$ cat config.mk
export PLATFORM = sky130hd
export DESIGN_NAME = csv_line_decoder
export DESIGN_NICKNAME = d
export VERILOG_FILES = /design/src/rtl/core/csvd_pkg.sv /design/src/rtl/core/csvd_decode.sv /design/src/rtl/core/csvd_out_buf.sv /design/src/rtl/core/csv_line_decoder.sv
export SDC_FILE = /design/constraint.sdc
export NUM_CORES = 1
export LEC_CHECK = 0
export BUFFER_PORTS_ARGS = -buffer_cell sky130_fd_sc_hd__buf_2
export CORE_MARGIN = 2
export CORE_UTILIZATION = 40
export CTS_BUF_LIST = sky130_fd_sc_hd__clkbuf_4 sky130_fd_sc_hd__clkbuf_8 sky130_fd_sc_hd__clkbuf_16
export CTS_CLUSTER_DIAMETER = 50
export DETAILED_ROUTE_END_ITERATION = 12
export PLACE_DENSITY_LB_ADDON = 0.05
export SETUP_SLACK_MARGIN = 0.15
export SLEW_MARGIN = 20
export SYNTH_ARGS = -nofsm -noshare
export SYNTH_HDL_FRONTEND = slang
export SYNTH_HIERARCHICAL = 1
export SYNTH_SLANG_ARGS = --single-unit
$ cat constraint.sdc
create_clock -name clk -period 2.8 [get_ports clk]
set_input_delay 0.14 -clock clk [delete_from_list [all_inputs] [get_ports clk]]
set_output_delay 0.14 -clock clk [all_outputs]
set_load 0.1 [all_outputs]
$ cat src/rtl/core/csvd_pkg.sv
`timescale 1ns / 1ps
// shared types and constants of the csv line decoder
package csvd_pkg;

  // parse modes
  localparam logic [2:0] MODE_CELL   = 3'd0;
  localparam logic [2:0] MODE_RAW    = 3'd1;
  localparam logic [2:0] MODE_QUOTED = 3'd2;
  localparam logic [2:0] MODE_QSEEN  = 3'd3;
  localparam logic [2:0] MODE_CR     = 3'd4;

  // result kinds
  localparam logic [1:0] EV_CHAR = 2'd0;
  localparam logic [1:0] EV_CELL = 2'd1;
  localparam logic [1:0] EV_LINE = 2'd2;
  localparam logic [1:0] EV_EOS  = 2'd3;

  // fixed special bytes
  localparam logic [7:0] CH_CR = 8'd13;
  localparam logic [7:0] CH_LF = 8'd10;

  // configuration register indexes
  localparam logic REG_SEPARATOR = 1'b0;
  localparam logic REG_QUOTE     = 1'b1;

  // reset values of the configuration registers
  localparam logic [7:0] SEPARATOR_RESET = 8'd44;
  localparam logic [7:0] QUOTE_RESET     = 8'd34;

  typedef struct packed {
    logic [1:0] kind;
    logic [7:0] char_val;
  } ev_t;

  typedef struct packed {
    logic [1:0] n;
    ev_t        ev0;
    ev_t        ev1;
    logic [2:0] mode_next;
    logic       touched_next;
  } dec_t;

endpackage

$ cat src/rtl/core/csvd_decode.sv
`timescale 1ns / 1ps
// per-byte parse step: results and next parse state
module csvd_decode #(
  parameter int OFFSET_BITS = 16
) (
  input  logic [2:0]             mode,
  input  logic [OFFSET_BITS-1:0] count,
  input  logic                   touched,
  input  logic [7:0]             data_byte,
  input  logic                   stream_end,
  input  logic [7:0]             separator_char,
  input  logic [7:0]             quote_char,
  output csvd_pkg::dec_t         dec,
  output logic [OFFSET_BITS-1:0] count_next,
  output logic [OFFSET_BITS-1:0] offset
);
  import csvd_pkg::*;

  logic       f_cell;
  logic       f_char;
  logic       f_line;
  logic       f_eos;
  logic       close;
  logic [7:0] char_v;
  logic [2:0] mode_n;
  logic       touched_n;

  always_comb begin
    f_cell     = 1'b0;
    f_char     = 1'b0;
    f_line     = 1'b0;
    f_eos      = 1'b0;
    close      = 1'b0;
    char_v     = data_byte;
    mode_n     = mode;
    touched_n  = touched;
    count_next = count;
    if (stream_end) begin
      if (!touched) begin
        f_eos = 1'b1;
      end else begin
        close = 1'b1;
      end
    end else begin
      touched_n = 1'b1;
      case (mode)
        MODE_CELL: begin
          if (data_byte == separator_char) begin
            f_cell = 1'b1;
          end else if (data_byte == quote_char) begin
            mode_n = MODE_QUOTED;
            f_cell = 1'b1;
          end else if (data_byte == CH_CR) begin
            mode_n = MODE_CR;
            f_cell = 1'b1;
          end else if (data_byte == CH_LF) begin
            close = 1'b1;
          end else begin
            mode_n = MODE_RAW;
            f_cell = 1'b1;
            f_char = 1'b1;
          end
        end
        MODE_RAW: begin
          if (data_byte == separator_char) begin
            mode_n = MODE_CELL;
          end else if (data_byte == CH_CR) begin
            mode_n = MODE_CR;
          end else if (data_byte == CH_LF) begin
            close = 1'b1;
          end else begin
            f_char = 1'b1;
          end
        end
        MODE_QUOTED: begin
          if (data_byte == quote_char) begin
            mode_n = MODE_QSEEN;
          end else begin
            f_char = 1'b1;
          end
        end
        MODE_QSEEN: begin
          if (data_byte == quote_char) begin
            mode_n = MODE_QUOTED;
            f_char = 1'b1;
            char_v = quote_char;
          end else if (data_byte == separator_char) begin
            mode_n = MODE_CELL;
          end else if (data_byte == CH_CR) begin
            mode_n = MODE_CR;
          end else if (data_byte == CH_LF) begin
            close = 1'b1;
          end else begin
            mode_n = MODE_QUOTED;
            f_char = 1'b1;
          end
        end
        default: begin
          // after cr: lf ends the line, anything else is dropped
          if (data_byte == CH_LF) begin
            close = 1'b1;
          end else begin
            mode_n = MODE_RAW;
          end
        end
      endcase
    end

    if (close) begin
      f_cell = f_cell | (mode == MODE_CELL);
      f_line = 1'b1;
    end

    if (f_char && (count != {OFFSET_BITS{1'b1}})) begin
      count_next = count + {{(OFFSET_BITS-1){1'b0}}, 1'b1};
    end

    if (close || f_eos) begin
      mode_n     = MODE_CELL;
      count_next = '0;
      touched_n  = 1'b0;
    end
  end

  // every result of one byte carries the count from before that byte
  assign offset = f_eos ? '0 : count;

  always_comb begin
    dec.n = {1'b0, f_cell} + {1'b0, f_char} + {1'b0, f_line} + {1'b0, f_eos};
    if (f_cell) begin
      dec.ev0.kind = EV_CELL;
    end else if (f_char) begin
      dec.ev0.kind = EV_CHAR;
    end else if (f_line) begin
      dec.ev0.kind = EV_LINE;
    end else begin
      dec.ev0.kind = EV_EOS;
    end
    dec.ev0.char_val = (!f_cell && f_char) ? char_v : 8'd0;
    dec.ev1.kind     = f_line ? EV_LINE : EV_CHAR;
    dec.ev1.char_val = f_char ? char_v : 8'd0;
    dec.mode_next    = mode_n;
    dec.touched_next = touched_n;
  end

endmodule

$ cat src/rtl/core/csvd_out_buf.sv
`timescale 1ns / 1ps
// two-entry result buffer that drains one result per cycle while the receiver is ready
module csvd_out_buf #(
  parameter int OFFSET_BITS = 16
) (
  input  logic                   clk,
  input  logic                   rst,
  input  logic                   load,
  input  csvd_pkg::dec_t         dec,
  input  logic [OFFSET_BITS-1:0] offset,
  output logic                   free,
  output logic                   out_valid,
  input  logic                   out_ready,
  output logic [1:0]             event_kind,
  output logic [7:0]             char_value,
  output logic [OFFSET_BITS-1:0] line_offset,
  output logic                   last_of_run
);
  import csvd_pkg::*;

  logic [1:0]             cnt;
  ev_t                    r0;
  ev_t                    r1;
  logic [OFFSET_BITS-1:0] off;
  logic                   take;

  assign out_valid = (cnt != 2'd0);
  assign take      = out_valid && out_ready;
  assign free      = (cnt == 2'd0) || ((cnt == 2'd1) && out_ready);

  always_ff @(posedge clk) begin
    if (rst) begin
      cnt <= 2'd0;
    end else if (load) begin
      cnt <= dec.n;
    end else if (take) begin
      cnt <= cnt - 2'd1;
    end
  end

  always_ff @(posedge clk) begin
    if (load) begin
      r0  <= dec.ev0;
      r1  <= dec.ev1;
      off <= offset;
    end else if (take) begin
      r0 <= r1;
    end
  end

  assign event_kind  = r0.kind;
  assign char_value  = r0.char_val;
  assign line_offset = off;
  assign last_of_run = (cnt == 2'd1);

endmodule

$ cat src/rtl/core/csv_line_decoder.sv
`timescale 1ns / 1ps
// csv line decoder top level: input register, parse state, result buffer
// an accepted item is held in the input register, then its results are registered in the result buffer
// throughput: one item per cycle while each item gives at most one result and the receiver is ready;
// an item with two results holds the result buffer until both results have been taken
// reset: synchronous, active high; parse state returns to cell start with a
// zero count, separator and quote return to comma and double quote
module csv_line_decoder #(
  parameter int OFFSET_BITS = 16
) (
  input  logic                   clk,
  input  logic                   rst,
  // configuration writes
  input  logic                   wr_en,
  input  logic                   wr_index,
  input  logic [7:0]             wr_data,
  // input items
  input  logic                   in_valid,
  output logic                   in_ready,
  input  logic [7:0]             data_byte,
  input  logic                   stream_end,
  // result items
  output logic                   out_valid,
  input  logic                   out_ready,
  output logic [1:0]             event_kind,
  output logic [7:0]             char_value,
  output logic [OFFSET_BITS-1:0] line_offset,
  output logic                   last_of_run
);
  import csvd_pkg::*;

  // configuration registers
  logic [7:0] separator_char;
  logic [7:0] quote_char;

  // input register
  logic       in_q_valid;
  logic [7:0] in_q_byte;
  logic       in_q_end;

  // parse state
  logic [2:0]             mode;
  logic [OFFSET_BITS-1:0] count;
  logic                   touched;

  // decode results
  dec_t                   dec;
  logic [OFFSET_BITS-1:0] count_next;
  logic [OFFSET_BITS-1:0] offset;
  logic                   buf_free;
  logic                   advance;

  always_ff @(posedge clk) begin
    if (rst) begin
      separator_char <= SEPARATOR_RESET;
      quote_char     <= QUOTE_RESET;
    end else if (wr_en) begin
      case (wr_index)
        REG_SEPARATOR: separator_char <= wr_data;
        REG_QUOTE:     quote_char     <= wr_data;
        default:       separator_char <= separator_char;
      endcase
    end
  end

  // the held item moves on once the result buffer can take all its results
  assign advance  = in_q_valid && buf_free;
  assign in_ready = !in_q_valid || advance;

  always_ff @(posedge clk) begin
    if (rst) begin
      in_q_valid <= 1'b0;
    end else if (in_ready) begin
      in_q_valid <= in_valid;
    end
  end

  always_ff @(posedge clk) begin
    if (in_ready && in_valid) begin
      in_q_byte <= data_byte;
      in_q_end  <= stream_end;
    end
  end

  // one parse step per held item
  csvd_decode #(
    .OFFSET_BITS(OFFSET_BITS)
  ) u_decode (
    .mode          (mode),
    .count         (count),
    .touched       (touched),
    .data_byte     (in_q_byte),
    .stream_end    (in_q_end),
    .separator_char(separator_char),
    .quote_char    (quote_char),
    .dec           (dec),
    .count_next    (count_next),
    .offset        (offset)
  );

  // state moves together with the item leaving the input register
  always_ff @(posedge clk) begin
    if (rst) begin
      mode    <= MODE_CELL;
      count   <= '0;
      touched <= 1'b0;
    end else if (advance) begin
      mode    <= dec.mode_next;
      count   <= count_next;
      touched <= dec.touched_next;
    end
  end

  // results wait here so the next item can be taken meanwhile
  csvd_out_buf #(
    .OFFSET_BITS(OFFSET_BITS)
  ) u_out_buf (
    .clk        (clk),
    .rst        (rst),
    .load       (advance),
    .dec        (dec),
    .offset     (offset),
    .free       (buf_free),
    .out_valid  (out_valid),
    .out_ready  (out_ready),
    .event_kind (event_kind),
    .char_value (char_value),
    .line_offset(line_offset),
    .last_of_run(last_of_run)
  );

`ifndef ASSERT_OFF
  // a line end is always the final result of its item
  a_line_last: assert property (@(posedge clk) disable iff (rst)
    out_valid && (event_kind == EV_LINE) |-> last_of_run)
    else $error("line end not marked last");

  // the first of a result pair is always a cell start
  a_pair_head: assert property (@(posedge clk) disable iff (rst)
    out_valid && !last_of_run |-> (event_kind == EV_CELL))
    else $error("first of pair is not a cell start");

  // end of stream leaves a fresh line behind
  a_end_fresh: assert property (@(posedge clk) disable iff (rst)
    advance && in_q_end |=> (mode == MODE_CELL) && (count == '0) && !touched)
    else $error("state not cleared after end of stream");

  // empty stream end carries zero offset
  a_eos_off: assert property (@(posedge clk) disable iff (rst)
    out_valid && (event_kind == EV_EOS) |-> (line_offset == '0))
    else $error("end of stream with non-zero offset");
`endif

endmodule

# Word level (Yosys, flattened, before mapping)
# Index checks and enable logic that the tools add are counted.
totals:
  regBits: 84
  wordCells: 113
op_classes:
  eq_ne: 14
  bitwise_logic: 2
  add_sub_neg: 5
  n_reduce_logical: 21
  n_mux: 57
op_table:
  columns: ["cell", "count"]
  rows:
  - ["3-bit 2-to-1 mux", 13]
  - ["16-bit 2-to-1 mux", 2]
  - ["8-bit 2-to-1 mux", 4]
  - ["1-bit 2-to-1 mux", 28]
  - ["10-bit 2-to-1 mux", 2]
  - ["16-bit by 1-bit adder with 16-bit output, second input constant", 1]
  - ["8-bit by 4-bit == test with 1-bit output, second input constant", 2]
  - ["8-bit == test", 2]
  - ["16-bit != test, second input constant", 1]
  - ["3-bit case mux with 4 select lines", 1]
  - ["2-bit 2-to-1 mux", 5]
  - ["1-bit case mux with 4 select lines", 2]
  - ["2-bit AND reduction", 4]
  - ["3-bit by 2-bit == test with 1-bit output, second input constant", 2]
  - ["1-bit logical AND", 6]
  - ["6-bit by 4-bit != test with 1-bit output, second input constant", 1]
  - ["6-bit AND reduction", 1]
  - ["2-bit nonzero test", 3]
  - ["2-bit by 1-bit adder with 2-bit output", 2]
  - ["4-bit by 1-bit != test with 1-bit output, second input constant", 1]
  - ["3-bit by 1-bit == test with 1-bit output, second input constant", 1]
  - ["3-bit logical NOT", 1]
  - ["1-bit logical OR", 3]
  - ["3-bit by 1-bit != test with 1-bit output, second input constant", 1]
  - ["9 further kinds", 10]

# Longest topological paths before layout
# Gate-level depths: netlist (run 1).
depth:
  depth_word: 13
  ltp_mapped: 14
  depth_no_buf: 13

# Cells and area by module
# Netlist (run 1), hierarchy kept.
modules_own_cells:
  columns: ["module", "cells_each", "n_inst", "area_per_inst_um2"]
  rows:
  - ["csv_line_decoder", 176, 1, 1918.1]
  - ["csvd_out_buf", 66, 1, 1357.6]
  - ["csvd_decode", 183, 1, 1239.9]

# Least setup slack after synthesis (run 1)
# No wires, ideal clock.
synth_path:
  path_type: "register to register"
  startpoint: "register u_out_buf.cnt[0]"
  endpoint: "register u_out_buf.r0, in the netlist u_out_buf/char_value[0], data pin"
  synth_period_minus_slack_ps: 3325
  stages_incl_launch_ff: 9
  setup_time_ps: 260
  n_path_buf: 3
  t_required_ps: 2540
  arrival_ps: 3065
  path_slack_ps: -525
  path_cell_list: "dfxtp_1 ha_1 nand2_1 nand2_1 buf_6 buf_2 and2_1 buf_4 mux2_2"
synth_via:
  elab_chain_len: 5
synth_rtl:
  columns: ["element", "line_no", "source"]
  rows:
  - ["start: declaration", "csvd_out_buf.sv:21", "logic [1:0] cnt;"]
  - ["start signal: assignment", "csvd_out_buf.sv:35", "cnt <= dec.n;"]
  - ["start signal: assignment", "csvd_out_buf.sv:37", "cnt <= cnt - 2'd1;"]
  - ["2-bit by 1-bit == test with 1-bit output", null, null]
  - ["net last_of_run", "csv_line_decoder.sv:28", "output logic last_of_run"]
  - ["1-bit logical AND", "csvd_out_buf.sv:29", "assign free = (cnt == 2'd0) || ((cnt == 2'd1) && out_ready);"]
  - ["1-bit logical OR", "csvd_out_buf.sv:29", null]
  - ["net buf_free", "csv_line_decoder.sv:50", "logic buf_free;"]
  - ["1-bit logical AND", "csv_line_decoder.sv:67", "assign advance = in_q_valid && buf_free;"]
  - ["net advance", "csv_line_decoder.sv:51", "logic advance;"]
  - ["10-bit 2-to-1 mux", "csvd_out_buf.sv:42", "if (load) begin"]
  - ["end signal: assignment", "csvd_out_buf.sv:43", "r0 <= dec.ev0;"]
  - ["end signal: assignment", "csvd_out_buf.sv:47", "r0 <= r1;"]
  - ["end: declaration", "csvd_out_buf.sv:22", "ev_t r0;"]
# The timed path passes the listed nets, and every way through them passes these cells.
# A chain may end at the register's enable or synchronous reset.

==> results by group, run 1 <==
Status
  • Status: finished, violations left
  • Failing checks: setup timing

Setup path
  • Crit-path max cell delay: approximately 560 ps
  • Worst path arrival time: between 2000 and 3000 ps
  • CP Class: flip-flop to flip-flop
  • Max FO, Critical Path: 4
  • Setup crit end kind: flip-flop
  • Slowest-stage cell, CP: or4b_4
  • Cells along the critical path: nor4_4 > nand2_1 > or4b_4 > a32oi_4 > nor2_4 > inv_2 > fa_1 > inv_1 > ha_1 > nor2_2 > a211oi_2
  • Data required time at the worst endpoint: between 2000 and 3000 ps
  • CP Launch Type: flip-flop

GRT
  • Tot GR Track Use: 0.169
  • GR Util met2: 0.242
  • Vias in the first global route: 3058
  • GRT met3 Usage: 0.0464
  • Largest net degree at the start of global routing: 48
  • GR met1 Demand/Resource: 0.247
  • First-pass GRT wire length: 15600 um
  • Antenna violations before repair: 0
  • Total grt overflow: 0
  • Global routing's busiest layer: met1

Clocking
  • CTS tree: built
  • Clk_lat worst skew: between 300 and 400 ps
  • TritonCTS sink count: 84
  • Root buf cell: clkbuf_16
  • H-Tree Depth: 3
  • Clk buf depth: 2
  • Num CTS Buffers: 9
  • Register clock-pin slew on the reported worst setup and hold paths: 70 ps

Yosys
  • Ys async rst share: 0
  • Synthesized area per cell: about 11 um2
  • Synthesis-stage register bit count: 84
  • Cells after synthesis: 425
  • Syn nets: roughly 460
  • Synth unique cells: 54
  • Ys flop type: edfxtp_1
  • Syn. warnings: 6
  • Post-synth EDFFs: 45
  • Post-synthesis sequential area ratio: 0.472
  • Netlist area before placement: around 4500 um2

Final layout
  • ANT cells: 0
  • Layout cells sized above 1: 0.320
  • Area Growth Syn to Fin: 24.7%
  • Nets: 532

Power and ir drop
  • Flop pwr share: 0.361
  • Static Leak: 2.07 nW
  • Gate power share: 0.377
  • Net Sw Power: approximately 1.9 mW
  • Sw Ratio: 0.428
  • Clock power frac: 0.261
  • P_int: about 2.5 mW
  • Pwr dens: 775 nW/um2
  • Peak supply drop: roughly 0.7 mV

Timing
  • PnR worst setup slack: -5.41 ps
  • Setup_tns: -13.8 ps
  • Relative slew margins: 0.425
  • Tmin final: roughly 2800 ps
  • Hold Fails Final Rpt: 0
  • RSZ-0062 raised after global routing: true
  • Worst slew pin tran: 862 ps
  • Hold Slack: roughly 40 ps
  • # setup viols final: 4
  • Final Skew: 9.73 ps
  • Final Max Tran Viols: 0
  • Tcrit/Tclk final: 1.00
  • Fmax achieved: about 0.36 GHz

Floorplan
  • Die H: between 100 and 150 um
  • Area of the core: between 10000 and 15000 um2
  • Full die area: about 12000 um2
  • Chip width: 110 um
  • Io pins: 52
  • Site Rows: 38
  • Initial Utilization: 0.413

Detailed routing
  • Via count: ~3200
  • Iteration-0 DRC Markers: 110
  • DRT Wirelength: 9480 um
  • Final ANT Viol Nets: 0
  • DR DRC count: 0
  • Wire per inst: ~15 um
  • TritonRoute pass-1 iters: 5
  • DR vias/cell: just under 5

Hold path
  • Hold Crit Class: input pin to flip-flop

Place
  • # port buffers: roughly 50
  • DP HPWL: 6150 um
  • Worst slack, placed: -66.0 ps
  • GPL Wtd Cong: between 0.7 and 0.8

Job
  • Max cap viols: 0
[area by class of cell]
class | count | area (um2)
fill | 1021 | 5310
tap | 140 | 175
clock buffer | 9 | 225
sequential | 84 | 2130
timing repair buffer | 97 | 657
multi-input combinational | 296 | 2330
inverter | 14 | 56.3
clock inverter | 7 | 57.6
[registers in the layout, indices dropped and copies added (netlist names)]
name                   flops
quote_char                 8
in_q_byte                  8
u_out_buf/char_value       8
u_out_buf/event_kind       2
separator_char             8
count                     16
mode                       3
in_q_end                   1
in_q_valid                 1
u_out_buf/line_offset     16
touched                    1
u_out_buf/r1              10
u_out_buf/cnt              2
[critical path, delay by kind of cell, from the launching register on]
family	cells	cell delay, ps
AND/OR/NAND/NOR	5	1130
adder cells (fa/ha/maj)	2	620
flip-flops	1	480
AO/OA/AOI/OAI	2	280
buffers and inverters	2	140
[worst paths after layout]
| check | start | endpoint | slack [ps] | cells past startpoint |
|---|---|---|---|---|
| worst max-delay path | in_q_byte[4] | u_out_buf/cnt[0] | -5 | 11 |
| worst min-delay path | in_valid | in_q_valid | 40 | 3 |
| worst max register to register | in_q_byte[4] | u_out_buf/cnt[0] | -5 | 11 |
| worst min register to register | quote_char[1] | quote_char[1] | 490 | 1 |
[power by group through the flow]
stage	Combinational, mW	Clock, mW	Sequential [mW]
after floorplan	0.771	0	2.22
after global placement	1.59	0	1.60
after detailed placement	1.59	0	1.60
after CTS	1.62	1.17	1.57
after global routing	1.76	1.23	1.60
final	1.65	1.14	1.58
[cell usage after synthesis (all sizes together) (2+ instances only)]
library cell	n	area, um2
inv	14	52.6
ha	6	75.1
xnor2	25	219
clkbuf	6	23.8
nor2b	3	33.8
or4	3	22.5
mux2i	12	120
a211oi	2	20.0
nand4	9	56.3
buf	25	194
nand3	24	120
nor4	14	131
nor3	4	25.0
mux2	10	113
or2	2	12.5
o31ai	2	15.0
a21oi	27	139
nor2	32	128
nand2b	16	100
dfxtp	39	781
and2	35	221
edfxtp	45	1350
o211ai	2	15.0
xor2	8	70.1
a22oi	2	15.0
nand2	19	71.3
o21ai	4	20.0
a21bo	22	220
[per-layer routing]
layer,routed length (um),vias to the layer above
li1,-,1649
met1,5030,1486
met2,3970,50
met3,325,13
met4,157,0
met5,0,-
[layout by cell type, fill, tap and decap left out, types with 15 or more instances in the layout]
master / n
buf_2: 51
edfxtp_1: 45
dfxtp_1: 39
buf_4: 34
and2_1: 30
nor2_1: 29
a21oi_1: 26
xnor2_1: 25
nand3_1: 24
a21bo_1: 18
nand2_1: 16
nand2b_1: 15
[per-stage QoR]
stage,power (mW),instance area (um2),utilization,std cells
6_report,4.36,5630,0.515,647
5_1_grt,4.58,5630,0.515,647
4_1_cts,4.37,5390,0.493,642
3_5_place_dp,3.19,4980,0.456,613
3_3_place_gp,3.19,4980,0.456,613
2_1_floorplan,2.99,4550,-,425
[kinds of logic (layout without fill, tap and decap cells)]
| family | count (synthesis) | after routing | synth area share |
|---|---|---|---|
| and+or+nand+nor | 166 | 166 | 0.215 |
| AOI/OAI and AO/OA | 67 | 67 | 0.116 |
| other | 1 | 1 | 0.000830 |
| DFF | 84 | 84 | 0.472 |
| buffers and inverters | 45 | 127 | 0.0599 |
| muxes | 22 | 22 | 0.0515 |
| xor gates and xnor gates | 33 | 33 | 0.0640 |
| adders and majority gates | 7 | 7 | 0.0211 |
[what timing repair did]
item	4_1_cts	5_1_grt
endpoints found under the hold margin	9	0
gates cloned	0	1
hold buffers	9	0
resized for setup	2	30
pin swaps	2	8
buffers inserted	4	4
setup endpoints to repair	16	30
Note: power is estimated with default switching activity, not from simulation.
==> inputs of run 2 (changes only) <==
==> constraint.sdc (replaced) <==
create_clock -name clk -period 2.6 [get_ports clk]
set_input_delay 0.13 -clock clk [delete_from_list [all_inputs] [get_ports clk]]
set_output_delay 0.13 -clock clk [all_outputs]
set_load 0.1 [all_outputs]
==> run 2 against run 1 <==
Effect of this change: the run still ends with setup timing left; clock skew is essentially flat; via count grew 2.5%; routed wire length grew 4.5%; cell count grew 2.0%; global-route usage shrank 0.26 points; critical endpoint is now u_out_buf/char_value[7]; largest cell class unchanged; highest routed layer unchanged.
==> results by group, run 2 (synthesis results as in run 1) <==
Place
  • # port buffers: 51 (unchanged)
  • DP HPWL: 6350 um (was 6150 um)
  • Worst slack, placed: -257 ps (was -66.0 ps)
  • GPL Wtd Cong: 0.802 (was 0.795)

Timing
  • Tcrit/Tclk final: 1.10 (was 1.00)
  • Tmin final: 2860 ps (was 2810 ps)
  • PnR worst setup slack: -264 ps (was -5.41 ps)
  • Fmax achieved: 0.349 GHz (was 0.356 GHz)
  • Hold Fails Final Rpt: 0 (unchanged)
  • RSZ-0062 raised after global routing: true (unchanged)
  • Final Max Tran Viols: 0 (unchanged)
  • Worst slew pin tran: 860 ps (was 862 ps)
  • Relative slew margins: 0.426 (was 0.425)
  • # setup viols final: 34 (was 4)
  • Final Skew: 9.77 ps (was 9.73 ps)

Detailed routing
  • Iteration-0 DRC Markers: 105 (was 110)
  • Via count: 3277 (was 3198)
  • DR DRC count: 0 (unchanged)
  • DR vias/cell: 4.97 (was 4.94)
  • Final ANT Viol Nets: 0 (unchanged)
  • DRT Wirelength: 9910 um (was 9480 um)
  • TritonRoute pass-1 iters: 4 (was 5)
  • Wire per inst: 15.0 um (was 14.6 um)

Clocking
  • Register clock-pin slew on the reported worst setup and hold paths: 60 ps (was 70 ps)
  • Clk_lat worst skew: 340 ps (about the same)
  • H-Tree Depth: 3 (unchanged)
  • Num CTS Buffers: 9 (unchanged)
  • Clk buf depth: 2 (unchanged)
  • CTS tree: built (unchanged)
  • TritonCTS sink count: 84 (unchanged)
  • Root buf cell: clkbuf_16 (unchanged)

Job
  • Max cap viols: 0 (unchanged)

Final layout
  • Most common cell after layout, fill and taps aside: buf_2 (unchanged)
  • Most frequent cells in the layout: buf_2 (51), edfxtp_1 (45), buf_4 (43), dfxtp_1 (39), nor2_1 (28) (was buf_2 (51), edfxtp_1 (45), dfxtp_1 (39), buf_4 (34), and2_1 (30))
  • Area Growth Syn to Fin: 29.5% (was 24.7%)
  • Fillcell total: 987 (was 1021)
  • ANT cells: 0 (unchanged)
  • Layout cells sized above 1: 0.362 (was 0.320)
  • Nets: 545 (was 532)

GRT
  • GR met1 Demand/Resource: 0.244 (was 0.247)
  • Total grt overflow: 0 (unchanged)
  • Largest net degree at the start of global routing: 48 (unchanged)
  • First-pass GRT wire length: 15500 um (was 15600 um)
  • Tot GR Track Use: 0.166 (was 0.169)
  • GR Util met2: 0.245 (was 0.242)
  • Antenna violations before repair: 0 (unchanged)
  • Global routing's busiest layer: met2 (was met1)
  • GRT met3 Usage: 0.0364 (was 0.0464)
  • Vias in the first global route: 3000 (was 3058)

Power and ir drop
  • Peak supply drop: 0.884 mV (was 0.694 mV)
  • Design Power: 5.06 mW (was 4.36 mW)
  • Pwr dens: 865 nW/um2 (was 775 nW/um2)
  • Static Leak: 2.22 nW (was 2.07 nW)

Hold path
  • Hold Crit Class: input pin to flip-flop (unchanged)

Setup path
  • Worst path arrival time: 2950 ps (was 2990 ps)
  • CP Launch Type: flip-flop (unchanged)
  • Max FO, Critical Path: 8 (was 4)
  • Setup crit end kind: flip-flop (unchanged)
  • Data required time at the worst endpoint: 2690 ps (was 2990 ps)
  • CP Class: flip-flop to flip-flop (unchanged)

Status
  • Failing checks: setup timing (unchanged)
  • Status: finished, violations left (unchanged)

Floorplan
  • Area of the core: 10900 um2 (unchanged)
  • Chip width: 110 um (unchanged)
  • Initial Utilization: 0.413 (unchanged)
  • Full die area: 12200 um2 (unchanged)
  • Die H: 110 um (unchanged)
  • Io pins: 52 (unchanged)
  • Site Rows: 38 (unchanged)
## run 2: cell count changes in the layout (fill, tap and decap cells not counted), sizes merged
cell,change
bufinv,+2
inv,-2
clkinvlp,-3
clkbuf,+3
buf,+13
## run 2: power by group
group / switching, mW / internal (mW) / leakage, nW
Combinational: 1.40 / 0.474 / 1.29
Clock: 0.526 / 0.957 / 0.175
Sequential: 0.0793 / 1.62 / 0.750
## run 2: final cells by class
class,instances,area (um2),share of cell area
clock inverters,4,75.1,0.0128
flip-flops and latches,84,2130,0.365
well taps,140,175,0.0300
inverters,14,56.3,0.00963
multi-input cells,296,2360,0.403
repair buffers,110,773,0.132
clock buffers,12,278,0.0475
## run 2: routing by layer
metal / vias up / share of wire
li1: 1680 / -
met1: 1544 / 0.51
met2: 43 / 0.45
met3: 10 / 0.029
met4: 0 / 0.011
met5: - / 0
## run 2: path summary, 6_finish.rpt
kind	startpoint	endpoint	slack [ps]	cells after the start
worst min-delay path	in_valid	in_q_valid	40	3
worst max register to register	in_q_byte[4]	u_out_buf/char_value[7]	-260	11
worst min register to register	separator_char[4]	separator_char[4]	500	2
worst max-delay path	in_q_byte[4]	u_out_buf/char_value[7]	-260	11
## run 2: per-stage QoR
stage / TNS, ps / instance area (um2) / instances / hold slack (ps) / utilization
global route: -9090 / 5850 / 660 / 55.3 / 0.535
global placement: -1100 / 5030 / 620 / 308 / 0.460
CTS: -947 / 5650 / 652 / 32.4 / 0.516
detailed placement: -1490 / 5030 / 620 / 312 / 0.460
floorplan: -2420 / 4540 / 425 / 195 / -
finish: -4360 / 5850 / 660 / 44.7 / 0.535
## run 2: what timing repair did
action | CTS | global route
endpoints found under the setup margin | 27 | 36
cloned | 0 | 1
pin swaps | 12 | 18
setup buffers | 7 | 7
resized for setup | 28 | 24
hold buffers | 9 | 0
endpoints found under the hold margin | 9 | 0
## run 2: critical path, stage by stage (launching register included)
cell      delay, ps
edfxtp_1        470
buf_6           160
nor4_4          140
nand2_1          80
or4b_4          570
a32oi_4         290
nor2_4           60
buf_4           140
buf_6           110
ha_4            170
and2_4          160
mux2_2          260
